$ cat src/rtl/ihf_pkg.sv
// ============================================================================
// ihf_pkg: shared types and constants of the IPv4 header fragmenter
// Item structs of both channels, the command passed from front to back, and
// the fixed header field values.
// ============================================================================
`default_nettype none

package ihf_pkg;

    localparam int LEN_W = 12;
    localparam int SUM_W = 20;
    localparam int IDX_W = 5;

    localparam logic [7:0]  HDR_BYTES   = 8'd20;
    localparam logic [4:0]  HDR_LAST    = 5'd19;
    localparam logic [11:0] WHOLE_LIMIT = 12'd30;
    localparam logic [4:0]  FRAG_LAST   = 5'd23;
    localparam logic [12:0] FRAG_BYTES  = 13'd24;
    localparam logic [7:0]  FRAG_TOTAL  = 8'd44;
    localparam logic [15:0] MF_FLAG     = 16'h2000;
    localparam logic [7:0]  VER_IHL     = 8'h45;
    localparam logic [7:0]  TOS         = 8'h00;
    localparam logic [7:0]  TTL         = 8'h01;
    localparam logic [7:0]  PROTO_TCP   = 8'h06;

    typedef struct packed {
        logic [7:0]       payload_byte;
        logic [LEN_W-1:0] packet_length;
        logic [31:0]      dest_address;
    } t_in_item;

    typedef struct packed {
        logic [7:0] out_byte;
        logic       end_of_frame;
        logic       end_of_packet;
    } t_out_item;

    // One payload byte with the header that goes before or after it
    typedef struct packed {
        logic [7:0]       data;
        logic             eof;
        logic             eop;
        logic             hdr_lead;
        logic             hdr_trail;
        logic [7:0]       total;
        logic [15:0]      ident;
        logic [15:0]      flagoff;
        logic [31:0]      dest;
        logic [SUM_W-1:0] sum;
    } t_cmd;

    typedef enum logic [1:0] {
        P_IDLE,
        P_LEAD,
        P_DATA,
        P_TRAIL
    } t_bphase;

endpackage

`default_nettype wire

$ cat src/rtl/ihf_queue.sv
// ============================================================================
// ihf_queue: command queue between front and back
// Small register queue; the head is visible while the queue is not empty.
// ============================================================================
`default_nettype none

module ihf_queue #(
    parameter int DEPTH = 4
) (
    input  wire logic          i_clk,
    input  wire logic          i_rst_n,
    input  wire logic          i_push,
    input  wire ihf_pkg::t_cmd i_push_data,
    output logic               o_full,
    input  wire logic          i_pop,
    output logic               o_empty,
    output ihf_pkg::t_cmd      o_head
);

    localparam int PW = (DEPTH > 1) ? $clog2(DEPTH) : 1;
    localparam int CW = $clog2(DEPTH + 1);

    ihf_pkg::t_cmd r_mem [DEPTH];
    logic [PW-1:0] r_wr_ptr;
    logic [PW-1:0] r_rd_ptr;
    logic [CW-1:0] r_count;

    logic do_push;
    logic do_pop;

    assign o_full  = (r_count == CW'(DEPTH));
    assign o_empty = (r_count == '0);
    assign o_head  = r_mem[r_rd_ptr];
    assign do_push = i_push && !o_full;
    assign do_pop  = i_pop && !o_empty;

    always_ff @(posedge i_clk) begin
        if (do_push) begin
            r_mem[r_wr_ptr] <= i_push_data;
        end
    end

    always_ff @(posedge i_clk) begin
        if (!i_rst_n) begin
            r_wr_ptr <= '0;
            r_rd_ptr <= '0;
            r_count  <= '0;
        end else begin
            if (do_push) begin
                r_wr_ptr <= (r_wr_ptr == PW'(DEPTH - 1)) ? '0 : r_wr_ptr + 1'b1;
            end
            if (do_pop) begin
                r_rd_ptr <= (r_rd_ptr == PW'(DEPTH - 1)) ? '0 : r_rd_ptr + 1'b1;
            end
            case ({do_push, do_pop})
                2'b10:   r_count <= r_count + 1'b1;
                2'b01:   r_count <= r_count - 1'b1;
                default: r_count <= r_count;
            endcase
        end
    end

endmodule

`default_nettype wire

$ cat src/rtl/ihf_front.sv
// ============================================================================
// ihf_front: packet tracking and byte classification
// Latches length and destination on the first byte, tracks the fragment
// position and builds one command per payload byte, with header fields and
// the raw checksum sum of the header it carries.
// ============================================================================
`default_nettype none

module ihf_front #(
    parameter int MAX_LEN    = 2048,
    parameter int IDENT_WRAP = 16
) (
    input  wire logic             i_clk,
    input  wire logic             i_rst_n,
    input  wire logic             i_in_valid,
    output logic                  o_in_stall,
    input  wire ihf_pkg::t_in_item i_in,
    input  wire logic [31:0]      i_src_addr,
    input  wire logic             i_q_full,
    output logic                  o_push,
    output ihf_pkg::t_cmd         o_cmd
);

    localparam int LW = ihf_pkg::LEN_W;

    logic [LW-1:0] r_pos;
    logic [LW-1:0] r_len;
    logic [31:0]   r_dest;
    logic [LW-1:0] r_base;
    logic [4:0]    r_within;
    logic [7:0]    r_frag;
    logic [15:0]   r_ident;

    logic          first;
    logic [LW-1:0] eff_len;
    logic [31:0]   eff_dest;
    logic          drop;
    logic          accept;
    logic [12:0]   frag_end;
    logic          in_full;
    logic [9:0]    off_cur;
    logic [9:0]    off_next;
    logic          done;
    logic [LW-1:0] rest;
    ihf_pkg::t_cmd cmd;

    assign first    = (r_pos == '0);
    assign eff_len  = first ? i_in.packet_length : r_len;
    assign eff_dest = first ? i_in.dest_address : r_dest;
    assign drop     = first && ((eff_len == '0) || (32'(eff_len) > MAX_LEN));
    assign o_in_stall = i_q_full;
    assign accept   = i_in_valid && !i_q_full;
    assign frag_end = {1'b0, r_base} + ihf_pkg::FRAG_BYTES;
    assign in_full  = (frag_end <= {1'b0, eff_len});
    assign off_cur  = {1'b0, r_frag, 1'b0} + {2'b00, r_frag};
    assign off_next = off_cur + 10'd3;
    assign rest     = eff_len - r_base;

    always_comb begin
        cmd           = '0;
        cmd.data      = i_in.payload_byte;
        cmd.dest      = eff_dest;
        cmd.ident     = r_ident;
        done          = 1'b0;
        if (eff_len <= ihf_pkg::WHOLE_LIMIT) begin
            done         = (r_pos + 1'b1 == eff_len);
            cmd.hdr_lead = first;
            cmd.total    = ihf_pkg::HDR_BYTES + eff_len[7:0];
            cmd.flagoff  = '0;
            cmd.eof      = done;
            cmd.eop      = done;
        end else if (in_full) begin
            cmd.hdr_lead = (r_within == '0);
            cmd.eof      = (r_within == ihf_pkg::FRAG_LAST);
            cmd.hdr_trail = cmd.eof && (frag_end == {1'b0, eff_len});
            done         = cmd.hdr_trail;
            if (cmd.hdr_trail) begin
                // empty last fragment follows this byte
                cmd.total   = ihf_pkg::HDR_BYTES;
                cmd.flagoff = 16'(off_next);
            end else begin
                cmd.total   = ihf_pkg::FRAG_TOTAL;
                cmd.flagoff = ihf_pkg::MF_FLAG | 16'(off_cur);
            end
        end else begin
            done         = (r_pos + 1'b1 == eff_len);
            cmd.hdr_lead = (r_within == '0);
            cmd.total    = ihf_pkg::HDR_BYTES + rest[7:0];
            cmd.flagoff  = 16'(off_cur);
            cmd.eof      = done;
            cmd.eop      = done;
        end
        cmd.sum = ihf_pkg::SUM_W'({ihf_pkg::VER_IHL, ihf_pkg::TOS})
                + ihf_pkg::SUM_W'(cmd.total)
                + ihf_pkg::SUM_W'(cmd.ident)
                + ihf_pkg::SUM_W'(cmd.flagoff)
                + ihf_pkg::SUM_W'({ihf_pkg::TTL, ihf_pkg::PROTO_TCP})
                + ihf_pkg::SUM_W'(i_src_addr[31:16])
                + ihf_pkg::SUM_W'(i_src_addr[15:0])
                + ihf_pkg::SUM_W'(eff_dest[31:16])
                + ihf_pkg::SUM_W'(eff_dest[15:0]);
    end

    assign o_push = accept && !drop;
    assign o_cmd  = cmd;

    always_ff @(posedge i_clk) begin
        if (!i_rst_n) begin
            r_pos    <= '0;
            r_len    <= '0;
            r_dest   <= '0;
            r_base   <= '0;
            r_within <= '0;
            r_frag   <= '0;
            r_ident  <= '0;
        end else if (o_push) begin
            if (first) begin
                r_len  <= eff_len;
                r_dest <= eff_dest;
            end
            if (done) begin
                r_pos    <= '0;
                r_base   <= '0;
                r_within <= '0;
                r_frag   <= '0;
                r_ident  <= (32'(r_ident) == IDENT_WRAP - 1) ? '0 : r_ident + 1'b1;
            end else begin
                r_pos <= r_pos + 1'b1;
                if (r_within == ihf_pkg::FRAG_LAST) begin
                    r_within <= '0;
                    r_base   <= frag_end[LW-1:0];
                    r_frag   <= r_frag + 1'b1;
                end else begin
                    r_within <= r_within + 1'b1;
                end
            end
        end
    end

endmodule

`default_nettype wire

$ cat src/rtl/ihf_back.sv
// ============================================================================
// ihf_back: frame byte sequencer
// Pops commands and sends header and payload bytes through a registered
// output stage, one byte per cycle unless stalled or the queue runs empty.
// ============================================================================
`default_nettype none

module ihf_back (
    input  wire logic          i_clk,
    input  wire logic          i_rst_n,
    input  wire logic          i_q_empty,
    input  wire ihf_pkg::t_cmd i_head,
    output logic               o_pop,
    input  wire logic [31:0]   i_src_addr,
    output logic               o_out_valid,
    input  wire logic          i_out_stall,
    output ihf_pkg::t_out_item o_out
);

    localparam int IW = ihf_pkg::IDX_W;

    ihf_pkg::t_bphase   r_phase;
    ihf_pkg::t_bphase   n_phase;
    logic [IW-1:0]      r_idx;
    logic [IW-1:0]      n_idx;
    ihf_pkg::t_cmd      r_cur;
    ihf_pkg::t_cmd      n_cur;
    logic               r_ov;
    ihf_pkg::t_out_item r_out;

    logic               adv;
    logic               emit;
    ihf_pkg::t_out_item item;

    function automatic logic [7:0] hdr_byte(input ihf_pkg::t_cmd c,
                                            input logic [IW-1:0] idx,
                                            input logic [31:0] src);
        logic [16:0] f1;
        logic [15:0] f2;
        logic [15:0] csum;
        logic [15:0] word;
        begin
            // fold the end-around carries, then complement
            f1   = {1'b0, c.sum[15:0]} + 17'(c.sum[ihf_pkg::SUM_W-1:16]);
            f2   = f1[15:0] + 16'(f1[16]);
            csum = ~f2;
            case (idx[IW-1:1])
                4'd0:    word = {ihf_pkg::VER_IHL, ihf_pkg::TOS};
                4'd1:    word = 16'(c.total);
                4'd2:    word = c.ident;
                4'd3:    word = c.flagoff;
                4'd4:    word = {ihf_pkg::TTL, ihf_pkg::PROTO_TCP};
                4'd5:    word = csum;
                4'd6:    word = src[31:16];
                4'd7:    word = src[15:0];
                4'd8:    word = c.dest[31:16];
                4'd9:    word = c.dest[15:0];
                default: word = '0;
            endcase
            hdr_byte = idx[0] ? word[7:0] : word[15:8];
        end
    endfunction

    assign adv = !r_ov || !i_out_stall;

    always_comb begin
        n_phase = r_phase;
        n_idx   = r_idx;
        n_cur   = r_cur;
        o_pop   = 1'b0;
        emit    = 1'b0;
        item    = '0;
        if (adv) begin
            unique case (r_phase)
                ihf_pkg::P_IDLE: begin
                    if (!i_q_empty) begin
                        o_pop = 1'b1;
                        emit  = 1'b1;
                        n_cur = i_head;
                        if (i_head.hdr_lead) begin
                            item.out_byte = hdr_byte(i_head, '0, i_src_addr);
                            n_phase = ihf_pkg::P_LEAD;
                            n_idx   = IW'(1);
                        end else begin
                            item.out_byte      = i_head.data;
                            item.end_of_frame  = i_head.eof;
                            item.end_of_packet = i_head.eop;
                            if (i_head.hdr_trail) begin
                                n_phase = ihf_pkg::P_TRAIL;
                                n_idx   = '0;
                            end
                        end
                    end
                end
                ihf_pkg::P_LEAD: begin
                    emit = 1'b1;
                    item.out_byte = hdr_byte(r_cur, r_idx, i_src_addr);
                    n_idx = r_idx + 1'b1;
                    if (r_idx == ihf_pkg::HDR_LAST) begin
                        n_phase = ihf_pkg::P_DATA;
                    end
                end
                ihf_pkg::P_DATA: begin
                    emit = 1'b1;
                    item.out_byte      = r_cur.data;
                    item.end_of_frame  = r_cur.eof;
                    item.end_of_packet = r_cur.eop;
                    n_idx   = '0;
                    n_phase = r_cur.hdr_trail ? ihf_pkg::P_TRAIL : ihf_pkg::P_IDLE;
                end
                ihf_pkg::P_TRAIL: begin
                    emit = 1'b1;
                    item.out_byte = hdr_byte(r_cur, r_idx, i_src_addr);
                    n_idx = r_idx + 1'b1;
                    if (r_idx == ihf_pkg::HDR_LAST) begin
                        // the empty last fragment closes the packet
                        item.end_of_frame  = 1'b1;
                        item.end_of_packet = 1'b1;
                        n_phase = ihf_pkg::P_IDLE;
                    end
                end
                default: n_phase = ihf_pkg::P_IDLE;
            endcase
        end
    end

    always_ff @(posedge i_clk) begin
        if (!i_rst_n) begin
            r_phase <= ihf_pkg::P_IDLE;
            r_idx   <= '0;
            r_ov    <= 1'b0;
        end else begin
            r_phase <= n_phase;
            r_idx   <= n_idx;
            if (adv) begin
                r_ov <= emit;
            end
        end
    end

    always_ff @(posedge i_clk) begin
        r_cur <= n_cur;
        if (adv && emit) begin
            r_out <= item;
        end
    end

    assign o_out_valid = r_ov;
    assign o_out       = r_out;

endmodule

`default_nettype wire

$ cat src/rtl/ipv4_header_fragmenter.sv
// ============================================================================
// ipv4_header_fragmenter: IPv4 header insertion and fragmentation
// Turns a stream of payload bytes into IPv4 frames, byte by byte.
// ============================================================================
// Input channel (i_in_valid / o_in_stall) takes one payload byte per transfer
// with the packet length and destination, read on the first byte of a packet.
// A first byte with length zero or above MAX_LEN is taken and dropped.
// Output channel (o_out_valid / i_out_stall) gives one frame byte per transfer
// with end-of-frame and end-of-packet marks. Packets of up to 30 bytes go out
// as one frame; longer ones as 24-byte fragments plus a last fragment.
// The config channel (i_cfg_valid / o_cfg_ready, always ready) sets the
// source address; write it only while the block is idle.
// Each byte's command passes the queue, then a registered output stage. One
// output byte per cycle while i_out_stall is low and work is queued; a payload
// byte that opens a frame goes out behind its 20 header bytes, so a full
// fragment of 24 bytes gives 44 output bytes. A four-entry command queue
// lets input transfers continue while the output sends a header or is
// stalled; when it fills, o_in_stall rises. Reset clears the packet position,
// identification counter and source address; no clearing pass is needed.
// ============================================================================
`default_nettype none

module ipv4_header_fragmenter #(
    parameter int MAX_LEN     = 2048,
    parameter int IDENT_WRAP  = 16,
    parameter int QUEUE_DEPTH = 4
) (
    input  wire logic              i_clk,
    input  wire logic              i_rst_n,
    input  wire logic              i_in_valid,
    output logic                   o_in_stall,
    input  wire ihf_pkg::t_in_item i_in,
    output logic                   o_out_valid,
    input  wire logic              i_out_stall,
    output ihf_pkg::t_out_item     o_out,
    input  wire logic              i_cfg_valid,
    output logic                   o_cfg_ready,
    input  wire logic [31:0]       i_cfg_data
);

    logic [31:0]   r_local_ip;
    logic          q_full;
    logic          q_empty;
    logic          push;
    logic          pop;
    ihf_pkg::t_cmd push_cmd;
    ihf_pkg::t_cmd head_cmd;

    assign o_cfg_ready = 1'b1;

    always_ff @(posedge i_clk) begin
        if (!i_rst_n) begin
            r_local_ip <= '0;
        end else if (i_cfg_valid && o_cfg_ready) begin
            r_local_ip <= i_cfg_data;
        end
    end

    ihf_front #(
        .MAX_LEN    (MAX_LEN),
        .IDENT_WRAP (IDENT_WRAP)
    ) u_front (
        .i_clk      (i_clk),
        .i_rst_n    (i_rst_n),
        .i_in_valid (i_in_valid),
        .o_in_stall (o_in_stall),
        .i_in       (i_in),
        .i_src_addr (r_local_ip),
        .i_q_full   (q_full),
        .o_push     (push),
        .o_cmd      (push_cmd)
    );

    ihf_queue #(
        .DEPTH (QUEUE_DEPTH)
    ) u_queue (
        .i_clk       (i_clk),
        .i_rst_n     (i_rst_n),
        .i_push      (push),
        .i_push_data (push_cmd),
        .o_full      (q_full),
        .i_pop       (pop),
        .o_empty     (q_empty),
        .o_head      (head_cmd)
    );

    ihf_back u_back (
        .i_clk       (i_clk),
        .i_rst_n     (i_rst_n),
        .i_q_empty   (q_empty),
        .i_head      (head_cmd),
        .o_pop       (pop),
        .i_src_addr  (r_local_ip),
        .o_out_valid (o_out_valid),
        .i_out_stall (i_out_stall),
        .o_out       (o_out)
    );

endmodule

`default_nettype wire
$ cat config.mk
export PLATFORM = sky130hd
export DESIGN_NAME = ipv4_header_fragmenter
export DESIGN_NICKNAME = d
export VERILOG_FILES = /design/src/rtl/ihf_pkg.sv /design/src/rtl/ihf_queue.sv /design/src/rtl/ihf_front.sv /design/src/rtl/ihf_back.sv /design/src/rtl/ipv4_header_fragmenter.sv
export SDC_FILE = /design/constraint.sdc
export NUM_CORES = 1
export LEC_CHECK = 0
export BUFFER_PORTS_ARGS = -buffer_cell sky130_fd_sc_hd__buf_2
export CORE_MARGIN = 2
export CORE_UTILIZATION = 33
export DETAILED_ROUTE_END_ITERATION = 16
export PLACE_DENSITY = 0.59
export SYNTH_ARGS = -nofsm -noshare
export SYNTH_HDL_FRONTEND = slang
export SYNTH_SLANG_ARGS = --single-unit
$ cat constraint.sdc
create_clock -name i_clk -period 9.86 [get_ports i_clk]
set_input_delay 0.986 -clock i_clk [delete_from_list [all_inputs] [get_ports i_clk]]
set_output_delay 0.986 -clock i_clk [all_outputs]
set_load 0.05 [all_outputs]
# --- After elaboration in Yosys (flattened, before gate mapping) ---
# Memories as Yosys holds them, arrays and structs flattened. A register that Yosys moved wholly into a read port is not among the register bits.
# Cells that the tools add are included.
classes:
  n_addsub: 25
  multipliers: 0
  n_div: 0
  n_lt_le_gt_ge: 3
  n_eq_ne: 26
  shifts: 0
  mux: 54
  bitwise: 2
  n_reduce_logical: 30
op_table:
  columns: ["op", "n"]
  rows:
  - ["16-bit one-hot mux with 10 select lines", 1]
  - ["20-bit by 16-bit adder with 20-bit output", 6]
  - ["12-bit two-way mux", 4]
  - ["8-bit two-way mux", 6]
  - ["16-bit two-way mux", 2]
  - ["32-bit two-way mux", 1]
  - ["14-bit two-way mux", 2]
  - ["5-bit two-way mux", 5]
  - ["12-bit logical NOT", 2]
  - ["2-bit two-way mux", 12]
  - ["8-bit one-hot mux with 3 select lines", 1]
  - ["20-bit by 9-bit adder with 20-bit output, second input constant", 1]
  - ["16-bit by 4-bit adder with 17-bit output", 1]
  - ["15-bit by 8-bit adder with 16-bit output, first input constant", 1]
  - ["16-bit by 1-bit adder with 16-bit output", 1]
  - ["16-bit by 1-bit adder with 16-bit output, second input constant", 1]
  - ["5-bit by 8-bit adder with 8-bit output, first input constant", 2]
  - ["16-bit by 4-bit equality test with 1-bit output, second input constant", 1]
  - ["4-bit by 3-bit equality test with 1-bit output, second input constant", 4]
  - ["16-bit NOT", 1]
  - ["5-bit one-hot mux with 3 select lines", 1]
  - ["12-bit by 5-bit adder with 13-bit output, second input constant", 1]
  - ["13-bit by 12-bit equality test with 1-bit output", 1]
  - ["13-bit by 12-bit less-or-equal comparator with 1-bit output", 1]
  - ["other kinds (44)", 81]
word_totals:
  regBits: 257
  latchBits: 0
  ram_bits: 416
  rom_bits: 0
  input_bits: 89
  word_cells: 167
  memories: 1
memory_table:
  columns: ["memory", "words", "width", "rd", "rd_clocked_by_memory_dff", "wr", "line", "source"]
  rows:
  - ["u_queue.r_mem", 4, 104, 1, 1, 1, "ihf_queue.sv:23", "ihf_pkg::t_cmd r_mem [DEPTH];"]

# --- Depth between registers and ports, before layout ---
# Gate-level depths: netlist of the first run.
logic_depth:
  ltp_word: 15
  mapped_depth: 37
  mapped_depth_nobuf: 33

# --- Cells and area by module ---
# Synthesis of the first run repeated with hierarchy kept, for this count alone.
hier_totals:
  cells_unflattened: 2355
  hier_area_um2: 31844.3
modules_own_cells:
  columns: ["module", "n_inst", "cells_each", "area_each_um2", "seq_area_each_um2"]
  rows:
  - ["ihf_queue", 1, 600, 15512.4, 12672.2]
  - ["ihf_front", 1, 1186, 9328.9, 1881.8]
  - ["ihf_back", 1, 464, 5748.0, 3553.4]
  - ["ipv4_header_fragmenter", 1, 105, 1255.0, 640.6]

# --- Worst setup path before layout of the first run ---
# OpenSTA, ideal clock, no wires.
synth_path:
  path_type: "reg2reg"
  start: "register u_front.r_pos[0]"
  end: "memory u_queue.r_mem[0][18] (netlist bit) (data pin)"
  setup_ns: 0.263
  arrival_time_ns: 7.835
  required_time_ns: 9.597
  setup_slack_ns: 1.763
  path_stages_with_launch: 32
  period_less_slack_ns: 8.097
  cell_sequence: "dfxtp_1 > inv_1 > ha_1 > or4b_1 > nor3_2 > buf_6 > mux2i_1 > inv_1 > ha_1 > nand2b_1 > or2_0 > or4_1 > buf_2 > o21bai_1 > or3_1 > a21oi_1 > fa_1 > inv_1 > fa_1 > fa_1 > inv_1 > fa_1 > ha_1 > a21oi_1 > o21bai_1 > a21o_1 > a21oi_1 > o211ai_1 > a21oi_1 > o21ai_0 > a21o_1 > a21o_1"
synth_lines:
  columns: ["element", "line", "source"]
  rows:
  - ["start, declared", "ihf_front.sv:26", "logic [LW-1:0] r_pos;"]
  - ["start signal, assigned", "ihf_front.sv:128", "r_pos <= r_pos + 1'b1;"]
  - ["end, declared", "ihf_queue.sv:23", null]

==> summary.md, run 1 <==
| Metric | Value |
|---|---|
| Mapped cell area | 0.02993 mm² |
| CTS Sinks | 642 |
| Total gr overflow | 0 |
| FF-to-FF Start | u_front.r_pos[0]$_SDFFE_PN0P_ |
| CP Launch Type | flip-flop |
| Clock Tree Root | clkbuf_16 |
| Sequential fraction of design power | 38.7% |
| Hold WS | 449.9 ps |
| Dpl hpwl | 54570 µm |
| Critical Path End Type | flip-flop |
| Clock Latency Late Sink | 630 ps |
| FP Rows | 110 |
| Internal power component | 7.065 mW |
| Hold Startpoint | u_front.r_len[4]$_SDFFE_PN0P_ |
| Worst-path maximum fanout | 11 |
| Drt pass-1 iters | 8 |
| Max cap viols | 0 |
| Fin. max-slew vios | 0 |
| Slowest library cell on the worst path | or4_1 |
| Clock-pin slew on the worst setup and hold paths | 60 ps |
| Placed Cells | 3455 |
| Hold Fails Final Rpt | 0 |
| Post-synth top cells | 499 x edfxtp_1, 269 x nand2_1, 143 x a21oi_1, 143 x dfxtp_1, 138 x inv_1 |
| Post-layout util | 37.97% |
| Total CTS buffers | 70 |
| Die Area | 0.09312 mm² |
| Crit path required time | 10210 ps |
| Hold path endpoint | u_front.r_len[4]$_SDFFE_PN0P_ |
| GPL Wtd Cong | 0.8464 |
| Vias in the first global route | 18740 |
| Pwr Density | 322.4 mW/mm² |
| CORE AREA | 0.09001 mm² |
| Post-CTS setup buffer count | 0 |
| First-pass GRT wire length | 119100 µm |
| FF-to-FF setup slack | 560 ps |
| CTS tree | built |
| Post-synthesis cell count | 2248 |
| Main synth FF type | edfxtp_1 |
| CP peak stage delay | 680 ps |
| Vias per inst | 5.236 |
| Setup TNS | 0 ps |
| Unique masters post-synth | 87 |
| Ys Warns | 0 |
| R2R Path End | u_queue.r_mem[3][18]$_DFFE_PP_ |
| EDFF count, synth | 499 |
| Combinational power share | 37.2% |
| Reg2reg path depth | 30 |
| DRC | 0 |
| CTS resizes | 0 |
| Switching part of the total | 35.90% |
| Hold crit path type | flip-flop to flip-flop |
| Skew final | 29.52 ps |
| Hold_buf cts | 0 |
| Fraction of layout cells with a size suffix above 1 | 16.07% |
| Period utilization | 94.28% |
| Headroom to the max-slew limit | 17.69% |
| Top post-synthesis cells by area | edfxtp_1 50%, dfxtp_1 9.6%, mux4_2 7.4% |
| Worst-case clock buffer depth | 3 |
| Post-route antenna net violation count | 0 |
| Worst hold path stage count | 2 |
| Synthesized flop and latch total | 642 |
| Setup violators final | 0 |
| Htree depth | 3 |
| Syn_area_per_cell | 13.31 µm² |
| RSZ-0062 raised after global routing | no |
| Measured slew at the worst slew-check pin | 1235 ps |
| Synth area leader | edfxtp_1 |
| Largest net degree at the start of global routing | 89 |
| 1st-iter DRT viols | 1655 |
| Crit Path Class | flip-flop to flip-flop |
| Pwr Total | 11.02 mW |
| GRT Total Usage | 16.95% |
| Initial Util | 33.25% |
| Switch Pwr | 3.957 mW |
| Static leakage | 12.19 nW |
| WL final | 79260 µm |
| Asr flop ratio synth | 0% |
| IO Port Bufs | 100 |
| Dpl ws | 640.8 ps |
| Initial antenna violation count | 8 |
| Final worst setup slack | 563.8 ps |
| Post-route insts no fill | 3587 |
| Dpl cell area | 0.03182 mm² |
| IO Pins | 102 |
| Top cell type's share of synthesized area | 50.06% |
| Layout fillers | 8499 |
| Height of the die | 305.2 µm |
| P&R area growth vs syn | 14.20% |
| Maximum vdd ir drop | 0.0002332 V |
| # nets final | 2587 |
| Post-synthesis sequential area ratio | 59.63% |
| Fin area | 0.03418 mm² |
| Count leader, synth | edfxtp_1 |
| Status | completed |
| Via Count | 18780 |
| Routed WL per cell | 22.10 µm |
| Clock power share | 24.1% |
| Max Fclk | 0.1076 GHz |
| Min Tclk post-route | 9296 ps |
| Arrival time worst endpoint | 9640 ps |
| Die X | 305.2 µm |
[cell families (layout without fill, tap and decap cells)]
group / Yosys count / count (layout) / synth area share [%]
XOR/XNOR: 106 / 106 / 3.102
multiplexers: 149 / 149 / 9.130
adder cells (fa/ha/maj): 148 / 148 / 7.859
flip-flops: 642 / 642 / 59.63
AND/OR/NAND/NOR: 617 / 617 / 9.749
buffers and inverters: 246 / 404 / 3.160
other: 1 / 6 / 0.01253
AO/OA/AOI/OAI: 339 / 339 / 7.358
[area by class of cell]
class / count / area, µm² / share of cell area [%]
Clock buffer: 99 / 2028 / 5.934
Antenna cell: 3 / 7.507 / 0.02196
Tap cell: 1176 / 1471 / 4.305
Sequential cell: 642 / 17850 / 52.24
Timing Repair Buffer: 133 / 748.2 / 2.189
Multi-Input combinational cell: 1362 / 11210 / 32.79
Clock inverter: 30 / 327.8 / 0.9591
Inverter: 142 / 535.5 / 1.567
[power by group through the flow]
stage | clock (mW) | combinational [mW] | sequential, mW
after floorplan | 0 | 2.85 | 4.28
after global placement | 0 | 3.96 | 4.30
after detailed placement | 0 | 4.08 | 4.32
after CTS | 2.72 | 4.10 | 4.27
after global routing | 2.82 | 4.50 | 4.31
final | 2.66 | 4.10 | 4.27
[critical path: cells and delay by family (launching register included)]
kind,cells,cell delay [ps]
buf+inv,5,650
simple gates,6,2450
fa+ha+maj,7,2610
mux,1,340
compound gates,11,2610
flops,1,350
[metal layers]
layer	global-route usage (%)	up-vias	wire length [µm]
met4	4.124	10	1220
met1	22.98	9534	34510
met5	0	-	60
met3	3.071	93	5375
li1	-	8501	-
met2	28.22	644	38100
[state kept, by name, indices dropped and copies added (netlist names), 2 cells and up, named ones only]
name and cells:
u_queue.r_mem 392, u_back.r_cur 97, r_local_ip 32, u_front.r_dest 32, u_front.r_ident 16, u_front.r_len 12
u_front.r_pos 12, u_back.o_out 10, u_front.r_base 9, u_front.r_frag 8, u_back.r_idx 5, u_front.r_within 5
u_queue.r_count 3, u_back.r_phase 2, u_queue.r_rd_ptr 2, u_queue.r_wr_ptr 2
[worst max-delay path by stage]
stage	from	to	slack (ps)	cells past startpoint
3_3_place_gp	u_front.r_pos[0]$_SDFFE_PN0P_	u_queue.r_mem[0][18]$_DFFE_PP_	900	30
6_report	u_front.r_pos[0]$_SDFFE_PN0P_	u_queue.r_mem[3][18]$_DFFE_PP_	560	30
3_5_place_dp	u_front.r_pos[0]$_SDFFE_PN0P_	u_queue.r_mem[0][18]$_DFFE_PP_	640	30
4_1_cts	u_front.r_pos[0]$_SDFFE_PN0P_	u_queue.r_mem[2][18]$_DFFE_PP_	600	30
2_1_floorplan	u_front.r_pos[0]$_SDFFE_PN0P_	u_queue.r_mem[0][18]$_DFFE_PP_	1760	31
5_1_grt	u_front.r_pos[0]$_SDFFE_PN0P_	u_queue.r_mem[0][9]$_DFFE_PP_	40	28
[layout by cell type (no fill, tap or decap), types with 19 or more instances in the layout]
cell type	instances
ha_1	80
dfxtp_1	141
buf_2	100
mux2i_1	45
nand3_1	46
nor2_1	121
nand2_1	269
inv_1	138
clkbuf_16	73
xnor2_1	64
a22oi_1	20
nor3_1	22
and3_1	19
xor2_1	42
a21o_1	22
mux4_2	98
nand4_1	28
edfxtp_1	499
a21oi_1	143
buf_4	33
o21ai_0	31
fa_1	67
Note: power is estimated with default switching activity, not from simulation.
==> run 2, diff against run 1 <==
--- a/config.mk
+++ b/config.mk
@@ -7,9 +7,9 @@
 export LEC_CHECK = 0
 export BUFFER_PORTS_ARGS = -buffer_cell sky130_fd_sc_hd__buf_2
 export CORE_MARGIN = 2
-export CORE_UTILIZATION = 33
+export CORE_UTILIZATION = 25
 export DETAILED_ROUTE_END_ITERATION = 16
-export PLACE_DENSITY = 0.59
+export PLACE_DENSITY = 0.5
 export SYNTH_ARGS = -nofsm -noshare
 export SYNTH_HDL_FRONTEND = slang
 export SYNTH_SLANG_ARGS = --single-unit
==> summary.md, run 2 (synthesis gave the netlist of run 1 again) <==
| Metric | Value |
|---|---|
| Status | completed |
| Top flop regs | u_queue.r_mem (392), u_back.r_cur (97) |
| P&R area growth vs syn | 16.27% |
| Reg2reg path depth | 28 (-6.7%) |
| CTS tree | built |
| Dpl cell area | 0.03238 mm² (+1.8%) |
| # nets final | 2595 (+0.31%) |
| Worst-case clock buffer depth | 3 (unchanged) |
| Die Area | 0.1225 mm² (+32%) |
| Initial Util | 25.28% (-8.0 points) |
| Max cap viols | 0 (unchanged) |
| Largest Register | u_queue.r_mem |
| Hold_buf cts | 0 (unchanged) |
| Period utilization | 94.04% (-0.24 points) |
| Height of the die | 350.0 µm (+15%) |
| Hold path endpoint | u_front.r_dest[27]$_SDFFE_PN0P_ |
| Post-route antenna net violation count | 0 (unchanged) |
| Routed WL per cell | 20.78 µm (-5.9%) |
| Crit-path leading delay family | adder cells |
| Ant. Diodes | 0 (-3) |
| Via Count | 18280 (-2.7%) |
| Maximum vdd ir drop | 0.0001829 V (-22%) |
| Clock Latency Late Sink | 640 ps (about the same) |
| Headroom to the max-slew limit | 23.83% (+6.1 points) |
| Sequential fraction of design power | 38.2% (-0.5 points) |
| Vias in the first global route | 18380 (-1.9%) |
| CORE AREA | 0.1184 mm² (+32%) |
| Internal power component | 7.122 mW (+0.82%) |
| Layout fillers | 11950 (+41%) |
| Die X | 350.0 µm (+15%) |
| Total CTS buffers | 74 (+5.7%) |
| FF-to-FF setup slack | 590 ps (+20 ps) |
| Crit path required time | 10360 ps (+150 ps) |
| Fin. max-slew vios | 0 (unchanged) |
| 1st-iter DRT viols | 1583 (-4.4%) |
| Clock power share | 24.6% (+0.5 points) |
| Max Fclk | 0.1078 GHz (+0.26%) |
| FF-to-FF Start | u_front.r_pos[0]$_SDFFE_PN0P_ |
| Dpl ws | 645.4 ps (+4.649 ps) |
| IO Pins | 102 (unchanged) |
| Switching part of the total | 36.25% (+0.35 points) |
| Worst path depth | 28 (-6.7%) |
| CP Launch Type | flip-flop |
| Worst-path maximum fanout | 10 (-1) |
| Critical Path End Type | flip-flop |
| DRC | 0 (unchanged) |
| First-pass GRT wire length | 123200 µm (+3.5%) |
| Drt pass-1 iters | 6 (-2) |
| Hold Startpoint | u_front.r_dest[27]$_SDFFE_PN0P_ |
| Combinational power share | 37.2% (about the same) |
| Largest net degree at the start of global routing | 60 (-33%) |
| Clock-pin slew on the worst setup and hold paths | 60 ps (about the same) |
| Switch Pwr | 4.051 mW (+2.4%) |
| Slowest library cell on the worst path | or4_1 |
| GRT Total Usage | 13.60% (-3.4 points) |
| Static leakage | 12.21 nW (+0.17%) |
| IO Port Bufs | 100 (unchanged) |
| Setup TNS | 0 ps (unchanged) |
| Most used cell, CP | fa_1 |
| Clock Tree Root | clkbuf_16 |
| CP peak stage delay | 750 ps (+70 ps) |
| Pwr Density | 321.1 mW/mm² (-0.43%) |
| Htree depth | 3 (unchanged) |
| Setup violators final | 0 (unchanged) |
| Skew final | 35.17 ps (+5.643 ps) |
| Post-CTS setup buffer count | 0 (unchanged) |
| Commonest non-fill, non-tap cell in the layout | edfxtp_1 |
| Worst hold path stage count | 2 (unchanged) |
| Measured slew at the worst slew-check pin | 1114 ps (-120.8 ps) |
| Hold crit path type | flip-flop to flip-flop |
| Fraction of layout cells with a size suffix above 1 | 15.71% (-0.36 points) |
| Min Tclk post-route | 9272 ps (-23.97 ps) |
| GPL Wtd Cong | 0.8259 (-2.4%) |
| CTS Sinks | 642 (unchanged) |
| Crit Path Class | flip-flop to flip-flop |
| Hold WS | 448.2 ps (-1.732 ps) |
| Dpl hpwl | 58110 µm (+6.5%) |
| Initial antenna violation count | 11 (+3) |
| Max reg flops | 392 (unchanged) |
| Hold Fails Final Rpt | 0 (unchanged) |
| RSZ-0062 raised after global routing | no |
| Arrival time worst endpoint | 9780 ps (+140 ps) |
| WL final | 83530 µm (+5.4%) |
| CTS resizes | 0 (unchanged) |
| Most frequent cells in the layout | 499 x edfxtp_1, 268 x nand2_1, 143 x a21oi_1 |
| R2R Path End | u_queue.r_mem[3][9]$_DFFE_PP_ |
| FP Rows | 126 (+15%) |
| Critical path buffers and inverters | 4 (-1) |
| Final worst setup slack | 587.8 ps (+23.97 ps) |
| Fin area | 0.03480 mm² (+1.8%) |
| Total gr overflow | 0 (unchanged) |
| Vias per inst | 4.548 (-13%) |
run 2: cell count changes in the layout (fill, tap and decap cells not counted), sizes merged:
cell,before,now
clkbuf,99,100
bufinv,4,6
buf,133,137
clkinvlp,1,2
clkinv,20,24
inv,147,146
diode,3,0
run 2: power by group through the flow:
stage	clock, mW	combinational (mW)	sequential [mW]
6_report	2.75	4.16	4.26
3_5_place_dp	0	4.19	4.33
4_1_cts	2.81	4.21	4.27
5_1_grt	2.92	4.63	4.32
3_3_place_gp	0	4.16	4.32
2_1_floorplan	0	2.85	4.28
run 2: final cells by class:
| type | instances | area (µm²) | share of cell area (%) |
|---|---|---|---|
| Clock inverter | 36 | 409.1 | 1.176 |
| Sequential cell | 642 | 17850 | 51.31 |
| Timing Repair Buffer | 137 | 778.2 | 2.236 |
| Clock buffer | 100 | 2012 | 5.782 |
| Multi-Input combinational cell | 1362 | 11210 | 32.21 |
| Tap cell | 1600 | 2002 | 5.753 |
| Inverter | 142 | 535.5 | 1.539 |
run 2: metal layers:
metal  track usage (%)  vias up  wire length, µm
met5                 0        -               82
met4             4.170       16             2052
met3             3.242      118             5672
met2             21.42      459            38290
met1             18.47     9173            37430
li1                  -     8513                -
run 2: worst max-delay path by stage:
stage	startpoint	to
after detailed placement	u_front.r_pos[0]$_SDFFE_PN0P_	u_queue.r_mem[3][9]$_DFFE_PP_
after CTS	u_front.r_pos[0]$_SDFFE_PN0P_	u_queue.r_mem[3][9]$_DFFE_PP_
final	u_front.r_pos[0]$_SDFFE_PN0P_	u_queue.r_mem[3][9]$_DFFE_PP_
after floorplan	u_front.r_pos[0]$_SDFFE_PN0P_	u_queue.r_mem[0][18]$_DFFE_PP_
after global routing	u_front.r_pos[0]$_SDFFE_PN0P_	u_queue.r_mem[1][9]$_DFFE_PP_
after global placement	u_front.r_pos[0]$_SDFFE_PN0P_	u_queue.r_mem[1][9]$_DFFE_PP_
run 2: through the flow:
| stage | util (%) | total power [mW] | std cells |
|---|---|---|---|
| final | 29.39 | 11.17 | 4019 |
| after CTS | 29.39 | 11.30 | 4019 |
| after global routing | 29.39 | 11.87 | 4019 |
| after floorplan | - | 7.128 | 2250 |
| after global placement | 27.35 | 8.480 | 3883 |
| after detailed placement | 27.35 | 8.522 | 3883 |
run 2: worst min-delay path: stages (launching register included):
cell,delay [ps]
dfxtp_1,310
nand2_1,50
a21oi_1,50
